### src/rtl/ipv4fhg_pkg.sv
// Shared types, constants and helpers of the IPv4 fragment header generator.
package ipv4fhg_pkg;

  // Configuration port
  localparam int CFG_IDX_W  = 1;
  localparam int CFG_DATA_W = 16;
  localparam logic [CFG_IDX_W-1:0] CFG_MTU      = 1'b0;
  localparam logic [CFG_IDX_W-1:0] CFG_BCAST_OK = 1'b1;
  localparam logic [15:0] MTU_RESET      = 16'd1500;
  localparam logic        BCAST_OK_RESET = 1'b1;

  // Header layout
  localparam logic [15:0] HDR_LEN      = 16'd20;
  localparam logic [15:0] MIN_FRAG_MTU = 16'd28;   // header plus one 8-byte block
  localparam logic [15:0] PIECE_MASK   = 16'hFFF8; // round down to 8 bytes
  localparam logic [15:0] DF_MASK      = 16'h4000;
  localparam logic [15:0] MF_MASK      = 16'h2000;
  localparam int          FLAG_MF      = 13;
  localparam logic [7:0]  VER_IHL      = 8'h45;
  localparam int          MAX_FRAGS_LOG2 = 6;      // at most 64 fragments

  // Checksum accumulator: nine 16-bit words
  localparam int SUM_W = 20;

  localparam int QUEUE_DEPTH_DEF = 2;

  typedef enum logic [1:0] {
    ST_OK       = 2'd0,
    ST_TOO_BIG  = 2'd1,
    ST_NO_BCAST = 2'd2
  } status_t;

  typedef enum logic {
    SEQ_IDLE,
    SEQ_RUN
  } seq_state_t;

  typedef struct packed {
    logic        forwarding;
    logic [7:0]  tos;
    logic [15:0] total_len;
    logic [15:0] ident_in;
    logic [15:0] flags_offset_in;
    logic [7:0]  ttl;
    logic [7:0]  protocol;
    logic [31:0] src_addr;
    logic [31:0] dst_addr;
    logic        dst_is_broadcast;
  } hdr_t;

  typedef struct packed {
    status_t     status;
    logic [15:0] ident_out;
    logic [15:0] flags_offset_out;
    logic [15:0] frag_total_len;
    logic [15:0] header_checksum;
    logic        last;
  } res_t;

  // Classified request handed from front to back
  typedef struct packed {
    status_t     status;
    logic        frag;      // needs splitting
    logic [15:0] ident;
    logic [15:0] offw;
    logic [15:0] tlen;
    logic [15:0] payload;
    logic [15:0] piece;
    logic [7:0]  tos;
    logic [7:0]  ttl;
    logic [7:0]  protocol;
    logic [17:0] addr_sum;  // sum of the four address words
  } job_t;

  // End-around carry fold of a ones complement sum
  function automatic logic [15:0] csum_fold(input logic [SUM_W-1:0] s);
    logic [16:0] t;
    t = 17'(s[15:0]) + 17'(s[SUM_W-1:16]);
    return t[15:0] + 16'(t[16]);
  endfunction

endpackage

### src/rtl/ipv4fhg_if.sv
// Request and result channel interfaces of the IPv4 fragment header generator.
interface ipv4fhg_hdr_if;
  import ipv4fhg_pkg::*;
  logic valid;
  logic ready;
  hdr_t payload;
  modport source (output valid, output payload, input ready);
  modport sink (input valid, input payload, output ready);
endinterface

interface ipv4fhg_res_if;
  import ipv4fhg_pkg::*;
  logic valid;
  logic ready;
  res_t payload;
  modport source (output valid, output payload, input ready);
  modport sink (input valid, input payload, output ready);
endinterface

### src/rtl/ipv4fhg_front.sv
// Front end: accepts header requests, assigns identification and classifies them.
module ipv4fhg_front (
  input  logic               clk,
  input  logic               rst,
  input  logic [15:0]        mtu,
  input  logic               broadcast_ok,
  ipv4fhg_hdr_if.sink        hdr,
  input  logic               q_full,
  output logic               q_push,
  output ipv4fhg_pkg::job_t  q_data
);
  import ipv4fhg_pkg::*;

  logic [15:0] ident_counter;
  hdr_t        h;
  logic [15:0] offw;
  logic [15:0] piece;
  logic [15:0] payload;
  logic [21:0] span;
  logic        fits;

  assign hdr.ready = !q_full;
  assign q_push    = hdr.valid && !q_full;

  // Classification of the request at the port
  always_comb begin
    h       = hdr.payload;
    offw    = h.forwarding ? h.flags_offset_in : (h.flags_offset_in & DF_MASK);
    piece   = (mtu - HDR_LEN) & PIECE_MASK;
    payload = h.total_len - HDR_LEN;
    span    = 22'(piece) << MAX_FRAGS_LOG2;
    fits    = h.total_len <= mtu;

    q_data.frag     = 1'b0;
    q_data.status   = ST_OK;
    q_data.ident    = h.forwarding ? h.ident_in : ident_counter;
    q_data.offw     = offw;
    q_data.tlen     = h.total_len;
    q_data.payload  = payload;
    q_data.piece    = piece;
    q_data.tos      = h.tos;
    q_data.ttl      = h.ttl;
    q_data.protocol = h.protocol;
    q_data.addr_sum = 18'(h.src_addr[31:16]) + 18'(h.src_addr[15:0])
                    + 18'(h.dst_addr[31:16]) + 18'(h.dst_addr[15:0]);

    priority if (h.dst_is_broadcast && !broadcast_ok) begin
      q_data.status = ST_NO_BCAST;
    end else if (h.dst_is_broadcast && !fits) begin
      q_data.status = ST_TOO_BIG;
    end else if (fits) begin
      q_data.status = ST_OK;
    end else if ((offw & DF_MASK) != 16'd0) begin
      q_data.status = ST_TOO_BIG;
    end else if (mtu < MIN_FRAG_MTU) begin
      q_data.status = ST_TOO_BIG;
    end else if (22'(payload) > span) begin
      // more than the fragment limit
      q_data.status = ST_TOO_BIG;
    end else begin
      q_data.frag = 1'b1;
    end
  end

  // Identification counter, advanced by every local request
  always_ff @(posedge clk) begin
    if (rst) begin
      ident_counter <= 16'd0;
    end else if (q_push && !hdr.payload.forwarding) begin
      ident_counter <= ident_counter + 16'd1;
    end
  end

  a_ident_step: assert property (@(posedge clk) disable iff (rst)
    (q_push && !hdr.payload.forwarding) |=> ident_counter == $past(ident_counter) + 16'd1)
    else $error("identification counter did not advance on a local request");

endmodule

### src/rtl/ipv4fhg_fifo.sv
// Short queue of classified requests between front and back end.
module ipv4fhg_fifo #(
  parameter int DEPTH = ipv4fhg_pkg::QUEUE_DEPTH_DEF
) (
  input  logic               clk,
  input  logic               rst,
  input  logic               push,
  input  ipv4fhg_pkg::job_t  push_data,
  output logic               full,
  input  logic               pop,
  output ipv4fhg_pkg::job_t  pop_data,
  output logic               empty
);
  import ipv4fhg_pkg::*;

  localparam int PTR_W = (DEPTH > 1) ? $clog2(DEPTH) : 1;
  localparam int CNT_W = $clog2(DEPTH + 1);

  job_t             entries [DEPTH];
  logic [PTR_W-1:0] wr_ptr;
  logic [PTR_W-1:0] rd_ptr;
  logic [CNT_W-1:0] count;

  assign full     = count == CNT_W'(DEPTH);
  assign empty    = count == CNT_W'(0);
  assign pop_data = entries[rd_ptr];

  // Storage
  always_ff @(posedge clk) begin
    if (push) begin
      entries[wr_ptr] <= push_data;
    end
  end

  // Pointers and fill count
  always_ff @(posedge clk) begin
    if (rst) begin
      wr_ptr <= '0;
      rd_ptr <= '0;
      count  <= '0;
    end else begin
      if (push) begin
        wr_ptr <= (wr_ptr == PTR_W'(DEPTH - 1)) ? '0 : wr_ptr + PTR_W'(1);
      end
      if (pop) begin
        rd_ptr <= (rd_ptr == PTR_W'(DEPTH - 1)) ? '0 : rd_ptr + PTR_W'(1);
      end
      if (push && !pop) begin
        count <= count + CNT_W'(1);
      end else if (pop && !push) begin
        count <= count - CNT_W'(1);
      end
    end
  end

  a_no_overfill: assert property (@(posedge clk) disable iff (rst)
    count <= CNT_W'(DEPTH))
    else $error("request queue holds more than its depth");

  a_no_underrun: assert property (@(posedge clk) disable iff (rst)
    pop |-> !empty)
    else $error("request queue popped while empty");

endmodule

### src/rtl/ipv4fhg_back.sv
// Back end: walks each request through its fragments and builds the headers.
module ipv4fhg_back (
  input  logic               clk,
  input  logic               rst,
  input  logic               q_empty,
  output logic               q_pop,
  input  ipv4fhg_pkg::job_t  q_data,
  ipv4fhg_res_if.source      res
);
  import ipv4fhg_pkg::*;

  seq_state_t       state;
  seq_state_t       state_next;
  job_t             job;
  logic [15:0]      pos;
  logic [SUM_W-1:0] base;

  // fragment stage
  logic             f_valid;
  status_t          f_status;
  logic [15:0]      f_ident;
  logic [15:0]      f_fo;
  logic [15:0]      f_flen;
  logic [SUM_W-1:0] f_base;
  logic             f_last;

  logic             o_free;
  logic             f_free;
  logic             emit;
  logic             done;
  logic [16:0]      pos_end;
  logic             lastp;
  status_t          e_status;
  logic [15:0]      e_ident;
  logic [15:0]      e_fo;
  logic [15:0]      e_flen;
  logic             e_last;
  logic [SUM_W-1:0] o_sum;

  assign o_free = !res.valid || res.ready;
  assign f_free = !f_valid || o_free;

  // Sequencer state register
  always_ff @(posedge clk) begin
    if (rst) begin
      state <= SEQ_IDLE;
    end else begin
      state <= state_next;
    end
  end

  // Sequencer next state
  always_comb begin
    state_next = state;
    q_pop      = 1'b0;
    emit       = 1'b0;
    unique case (state)
      SEQ_IDLE: begin
        if (!q_empty) begin
          q_pop      = 1'b1;
          state_next = SEQ_RUN;
        end
      end
      SEQ_RUN: begin
        if (f_free) begin
          emit = 1'b1;
          if (done) begin
            state_next = SEQ_IDLE;
          end
        end
      end
      default: state_next = SEQ_IDLE;
    endcase
  end

  // Fields of the current fragment
  always_comb begin
    pos_end  = {1'b0, pos} + {1'b0, job.piece};
    lastp    = pos_end >= {1'b0, job.payload};
    e_status = job.status;
    e_ident  = 16'd0;
    e_fo     = 16'd0;
    e_flen   = 16'd0;
    e_last   = 1'b1;
    done     = 1'b1;
    priority if (job.status != ST_OK) begin
      // refused: one result, fields cleared
      e_last = 1'b1;
    end else if (!job.frag) begin
      e_ident = job.ident;
      e_fo    = job.offw;
      e_flen  = job.tlen;
    end else begin
      e_ident = job.ident;
      // offset added onto the incoming word with DF and MF cleared, bit 15 kept
      e_fo    = {3'b000, pos[15:3]} + (job.offw & ~(DF_MASK | MF_MASK));
      if (job.offw[FLAG_MF] || !lastp) begin
        e_fo = e_fo | MF_MASK;
      end
      e_flen  = lastp ? (job.payload - pos + HDR_LEN) : (job.piece + HDR_LEN);
      e_last  = lastp;
      done    = lastp;
    end
  end

  // Request registers and fixed part of the checksum
  always_ff @(posedge clk) begin
    if (q_pop) begin
      job  <= q_data;
      pos  <= 16'd0;
      base <= SUM_W'({VER_IHL, q_data.tos}) + SUM_W'(q_data.ident)
            + SUM_W'({q_data.ttl, q_data.protocol}) + SUM_W'(q_data.addr_sum);
    end else if (emit) begin
      pos <= pos + job.piece;
    end
  end

  // Fragment stage
  always_ff @(posedge clk) begin
    if (rst) begin
      f_valid <= 1'b0;
    end else if (emit) begin
      f_valid <= 1'b1;
    end else if (o_free) begin
      f_valid <= 1'b0;
    end
  end

  always_ff @(posedge clk) begin
    if (emit) begin
      f_status <= e_status;
      f_ident  <= e_ident;
      f_fo     <= e_fo;
      f_flen   <= e_flen;
      f_base   <= base;
      f_last   <= e_last;
    end
  end

  // Output register with checksum
  assign o_sum = f_base + SUM_W'(f_flen) + SUM_W'(f_fo);

  always_ff @(posedge clk) begin
    if (rst) begin
      res.valid <= 1'b0;
    end else if (o_free) begin
      res.valid <= f_valid;
    end
  end

  always_ff @(posedge clk) begin
    if (f_valid && o_free) begin
      res.payload.status           <= f_status;
      res.payload.ident_out        <= f_ident;
      res.payload.flags_offset_out <= f_fo;
      res.payload.frag_total_len   <= f_flen;
      res.payload.header_checksum  <= (f_status == ST_OK) ? ~csum_fold(o_sum) : 16'd0;
      res.payload.last             <= f_last;
    end
  end

  a_refused_last: assert property (@(posedge clk) disable iff (rst)
    (res.valid && res.payload.status != ST_OK)
      |-> (res.payload.last && res.payload.header_checksum == 16'd0))
    else $error("refused request result not final or carries a checksum");

  a_mf_on_inner: assert property (@(posedge clk) disable iff (rst)
    (f_valid && !f_last && f_status == ST_OK) |-> f_fo[FLAG_MF])
    else $error("inner fragment without MF");

endmodule

### src/rtl/ipv4_fragment_header_generator.sv
// IPv4 fragment header generator. One header request (20-byte header, no options)
// enters on hdr; for each request the block gives one or more results on res, the
// last flagged by last. A locally sourced request takes the next identification
// number and keeps only DF; a forwarded one keeps its own. A request that fits the
// MTU gives one header; a larger one is refused (status 1) if DF is set, the MTU is
// below 28 or more than 64 fragments would be needed, otherwise it is split into
// pieces of (MTU-20) rounded down to 8 bytes, one header per piece with its
// offset, MF, length and checksum. Broadcast requests are refused when the
// interface cannot broadcast (status 2) or when they exceed the MTU (status 1).
// Throughput is set by the back-end sequencer: it loads a request from the queue,
// then gives one result per cycle while the fragment stage is free, and takes
// the next request only after the last result. The front end takes a request in
// any cycle in which the queue (QUEUE_DEPTH entries) has room; a loaded request
// passes the job register, the fragment stage and the output register to res.
// Write mtu (index 0) and broadcast_ok (index 1) only while the block is idle.
module ipv4_fragment_header_generator #(
  parameter int QUEUE_DEPTH = ipv4fhg_pkg::QUEUE_DEPTH_DEF
) (
  input  logic                              clk,
  input  logic                              rst,
  input  logic                              cfg_we,
  input  logic [ipv4fhg_pkg::CFG_IDX_W-1:0]  cfg_idx,
  input  logic [ipv4fhg_pkg::CFG_DATA_W-1:0] cfg_data,
  ipv4fhg_hdr_if.sink                       hdr,
  ipv4fhg_res_if.source                     res
);
  import ipv4fhg_pkg::*;

  logic [15:0] mtu;
  logic        broadcast_ok;
  logic        q_push;
  logic        q_pop;
  logic        q_full;
  logic        q_empty;
  job_t        q_in;
  job_t        q_out;

  // Configuration registers
  always_ff @(posedge clk) begin
    if (rst) begin
      mtu          <= MTU_RESET;
      broadcast_ok <= BCAST_OK_RESET;
    end else if (cfg_we) begin
      unique case (cfg_idx)
        CFG_MTU:      mtu          <= cfg_data[15:0];
        CFG_BCAST_OK: broadcast_ok <= cfg_data[0];
        default:      ;
      endcase
    end
  end

  ipv4fhg_front u_front (
    .clk          (clk),
    .rst          (rst),
    .mtu          (mtu),
    .broadcast_ok (broadcast_ok),
    .hdr          (hdr),
    .q_full       (q_full),
    .q_push       (q_push),
    .q_data       (q_in)
  );

  ipv4fhg_fifo #(
    .DEPTH (QUEUE_DEPTH)
  ) u_fifo (
    .clk       (clk),
    .rst       (rst),
    .push      (q_push),
    .push_data (q_in),
    .full      (q_full),
    .pop       (q_pop),
    .pop_data  (q_out),
    .empty     (q_empty)
  );

  ipv4fhg_back u_back (
    .clk     (clk),
    .rst     (rst),
    .q_empty (q_empty),
    .q_pop   (q_pop),
    .q_data  (q_out),
    .res     (res)
  );

endmodule
### src/flat_wrapper.sv
// flat-port wrapper written by rule: the top's interface ports become plain ports
module ipv4_fragment_header_generator_flat import ipv4fhg_pkg::*;
#(
  parameter int QUEUE_DEPTH = ipv4fhg_pkg::QUEUE_DEPTH_DEF
)
  (clk, rst, cfg_we, cfg_idx, cfg_data, hdr_valid, hdr_payload, hdr_ready, res_valid, res_payload, res_ready);
  ipv4fhg_hdr_if hdr_i ();
  ipv4fhg_res_if res_i ();
  input  logic clk;
  input  logic rst;
  input  logic cfg_we;
  input  logic [ipv4fhg_pkg::CFG_IDX_W-1:0] cfg_idx;
  input  logic [ipv4fhg_pkg::CFG_DATA_W-1:0] cfg_data;
  input wire logic [$bits(hdr_i.valid)-1:0] hdr_valid;
  input wire logic [$bits(hdr_i.payload)-1:0] hdr_payload;
  output wire logic [$bits(hdr_i.ready)-1:0] hdr_ready;
  output wire logic [$bits(res_i.valid)-1:0] res_valid;
  output wire logic [$bits(res_i.payload)-1:0] res_payload;
  input wire logic [$bits(res_i.ready)-1:0] res_ready;
  assign hdr_i.valid = hdr_valid;
  assign hdr_i.payload = hdr_payload;
  assign hdr_ready = hdr_i.ready;
  assign res_valid = res_i.valid;
  assign res_payload = res_i.payload;
  assign res_i.ready = res_ready;
  ipv4_fragment_header_generator #(.QUEUE_DEPTH(QUEUE_DEPTH)) u_core (.clk(clk), .rst(rst), .cfg_we(cfg_we), .cfg_idx(cfg_idx), .cfg_data(cfg_data), .hdr(hdr_i), .res(res_i));
endmodule
### config.mk
export PLATFORM = sky130hd
export DESIGN_NAME = ipv4_fragment_header_generator_flat
export DESIGN_NICKNAME = d
export VERILOG_FILES = /design/src/rtl/ipv4fhg_pkg.sv /design/src/rtl/ipv4fhg_if.sv /design/src/rtl/ipv4fhg_front.sv /design/src/rtl/ipv4fhg_fifo.sv /design/src/rtl/ipv4fhg_back.sv /design/src/rtl/ipv4_fragment_header_generator.sv /design/src/flat_wrapper.sv
export SDC_FILE = /design/constraint.sdc
export NUM_CORES = 1
export LEC_CHECK = 0
export ABC_AREA = 1
export BUFFER_PORTS_ARGS = -buffer_cell sky130_fd_sc_hd__buf_2
export CAP_MARGIN = 20
export CORE_MARGIN = 5
export CORE_UTILIZATION = 40
export CTS_BUF_LIST = sky130_fd_sc_hd__clkbuf_16
export DETAILED_ROUTE_END_ITERATION = 8
export MAX_ROUTING_LAYER = met4
export SYNTH_ARGS = -nofsm -noshare
export SYNTH_HDL_FRONTEND = slang
export SYNTH_SLANG_ARGS = --single-unit
### constraint.sdc
create_clock -name clk -period 8.7 [get_ports clk]
set_clock_uncertainty 0.15 [all_clocks]
set_input_delay 1.74 -clock clk [delete_from_list [all_inputs] [get_ports clk]]
set_output_delay 1.74 -clock clk [all_outputs]
set_load 0.02 [all_outputs]
==> metrics.txt <==
status=finished clean; synth warn=0; Die X=269 um; P&R area growth vs syn=15.7%; root buf cell=clkbuf_16; Worst Tran Pin Value=1.08 ns; first-pass GRT wire length=around 100000 um; IO Count=229; Yosys top cell area share=between 50% and 60%; Port Buf Inserts=228; reg2reg end=u_core.u_back.res.payload[13]; Post-synth EDFFs=around 470; Avg Cell Area, Syn=around 12 um^2; Crit path largest cell delay=0.56 ns; FMAX=158 MHz; CTS H-Tree Depth=2; worst path bufs/invs=4; share of post-route cells with drive strength above 1=about a fifth; RSZ-0062 raised after global routing=false; nets=slightly below 3000; final setup violation count=0; setup TNS=0 ns; wire length per cell=19.6 um; post-synthesis async set-or-reset flop share=0%; Distinct cells, synth=52; TritonCTS clock tree=done; Max-Cap Viols=0; ant diodes=0; Hold Crit Class=register to register; min Tclk post-route=around 6.3 ns; first drt pass iteration count=5; Die H=269 um; clock latency on the worst-skew pair=~0.61 ns; largest fanout on the critical path=5; Rel. slew slack=around 28%; Final Cell Area=31000 um^2; hold path start=u_core.u_back.f_ident[5]; CP top delay family=simple AND/OR/NAND/NOR gates; Crit path top cell by count=nand3_1; Initial Utilization=~40%; Critical Path Start Type=register; fin crit share=72.8%; postcts setup bufs=0; Total Routing Usage GR=a little under a fifth; register clock-pin slew on the reported worst setup and hold paths=0.06 ns; post_cts resized=0; vias post-DR=about 18000; CP Data Required Time=8.91 ns; Die ar.=about 72000 um^2; DRT antenna net count=0; initial antenna violation count=2; Post-synth top cells=edfxtp_1 (474), nand2_1 (318), inv_1 (261), ha_1 (161), a21oi_1 (153); clock sink count=between 500 and 600; Min-Delay Path Depth=0; Crit-path slowest cell=fa_1; placed standard-cell area=29100 um^2; Synth Register Bits=approximately 530; mapped cell area=~27000 um^2; Max Slew Vio Count=0; Crit Path Category=register to register; buffer depth of the longest clock path=3; ys flop type=edfxtp_1; DRT Wirelength=between 60000 and 70000 um; gr ovfl total=0; leading area contributor after synthesis=edfxtp_1; most numerous cell in the Yosys netlist=edfxtp_1; flop-to-flop setup slack=between 2 and 2.5 ns; placed wire-length estimate=about 52000 um; Synth Net Count=~2700; vias in the first global route=17523; Final Hold Fails=0; Row Count=95; Hold Buf Count CTS=0; top post-synthesis cells by area=edfxtp_1 (53%), ha_1 (7.5%), fa_1 (5.7%); Worst R2R Path Depth=37; DRT iter0 DRCs=~1100; sequential share of the synthesized area=a little under three fifths; via/cell ratio=roughly 5.1; Min-Delay Endpoint=u_core.u_back.res.payload[54]; Data arrival, critical path=6.54 ns; RR Startpoint=u_core.u_back.f_fo[1]; gp weighted congestion=~0.98; fillers=between 6000 and 7000; drt drc=0; clock buffer count from CTS=57; largest net degree at the start of global routing=between 100 and 150; CP Capture Type=register; Syn Inst Count=between 2000 and 2500; Placeable Area=between 60000 and 70000 um^2
[flip-flops by register name, indices dropped and copies added (netlist names), named ones only]
| signal | flops |
|---|---|
| u_core.u_back.f_fo | 16 |
| u_core.u_fifo.rd_ptr | 1 |
| u_core.u_fifo.count | 2 |
| u_core.mtu | 16 |
| u_core.u_back.res.valid | 1 |
| u_core.u_back.f_ident | 16 |
| u_core.u_back.e_status | 2 |
| u_core.u_fifo.entries | 240 |
| u_core.broadcast_ok | 1 |
| u_core.u_back.f_valid | 1 |
| u_core.u_back.res.payload | 67 |
| u_core.u_back.base | 19 |
| u_core.u_back.f_status | 2 |
| u_core.u_back.f_flen | 16 |
| u_core.u_front.ident_counter | 16 |
| u_core.u_back.state | 1 |
| u_core.u_back.f_last | 1 |
| u_core.u_fifo.wr_ptr | 1 |
| u_core.u_back.f_base | 19 |
| u_core.u_back.job | 76 |
| u_core.u_back.pos | 13 |
[worst register-to-register path: cells and delay by family, from the launching register on]
| family | cells | cell delay, ns |
|---|---|---|
| and+or+nand+nor | 25 | 2.92 |
| adders and majority gates | 6 | 2.01 |
| DFF | 1 | 0.41 |
| buffers and inverters | 4 | 0.27 |
| AOI/OAI and AO/OA | 1 | 0.19 |
| xor gates and xnor gates | 1 | 0.11 |
[cells by family after synthesis]
kind of cell,after synthesis,synth area share [%]
multiplexers,122,5.09
AO/OA/AOI/OAI,337,6.91
adder cells (fa/ha/maj),237,13.2
buffers and inverters,310,4.35
AND/OR/NAND/NOR,639,10.5
flip-flops,528,57.1
XOR/XNOR,89,2.90
[layout make-up]
cell class | instances | area [um^2] | share of cell area, %
clock buffer | 58 | 1450 | 4.68
multi-input combinational | 1424 | 10400 | 33.4
sequential | 528 | 15300 | 49.3
clock inverter | 50 | 520 | 1.68
inverter | 272 | 1030 | 3.31
tap | 873 | 1090 | 3.52
timing repair buffer | 240 | 1250 | 4.03
[through the flow]
| stage | setup WS (ns) | std cells | utilization, % | hold slack [ns] |
|---|---|---|---|---|
| final | 2.37 | 3445 | 46.5 | 0.268 |
| after global routing | 1.66 | 3445 | 46.5 | 0.274 |
| after CTS | 2.33 | 3445 | 46.5 | 0.268 |
| after detailed placement | 2.34 | 3337 | 43.5 | 0.255 |
| after global placement | 2.49 | 3336 | 43.5 | 0.256 |
| after floorplan | 1.08 | 2262 | - | 0.250 |
[cell usage in the layout (no fill, tap or decap), drive strengths merged, types with 25 or more instances in the layout]
cell type    n
ha         161
fa          76
mux2       116
inv        278
edfxtp     474
nor2       142
nand2      330
xnor2       25
buf        240
dfxtp       54
a21oi      153
clkbuf      58
nand3       99
clkinv      28
xor2        64
o21ai      118
[worst max path at each step]
stage                                      from                             to  slack, ns  depth (start not counted)
after floorplan                       hdr_valid    u_core.u_fifo.entries[1][0]       1.08                          2
after global placement    u_core.u_back.f_fo[1]  u_core.u_back.res.payload[15]       2.49                         37
after detailed placement  u_core.u_back.f_fo[1]  u_core.u_back.res.payload[15]       2.34                         37
after CTS                 u_core.u_back.f_fo[1]  u_core.u_back.res.payload[15]       2.33                         38
after global routing      u_core.u_back.f_fo[1]  u_core.u_back.res.payload[15]       1.66                         38
final                     u_core.u_back.f_fo[1]  u_core.u_back.res.payload[13]       2.37                         37
[metal layers]
| layer | vias to the layer above | track usage (%) | part of all wire [%] |
|---|---|---|---|
| li1 | 8476 | - | - |
| met1 | 8509 | 26.6 | 46 |
| met2 | 433 | 30.1 | 48 |
| met3 | 88 | 2.59 | 4.6 |
| met4 | 0 | 4.05 | 1.8 |
| met5 | - | - | 0 |
Power is not shown: default switching activity piles up to over one toggle a cycle in this logic, so the estimate is an artifact.
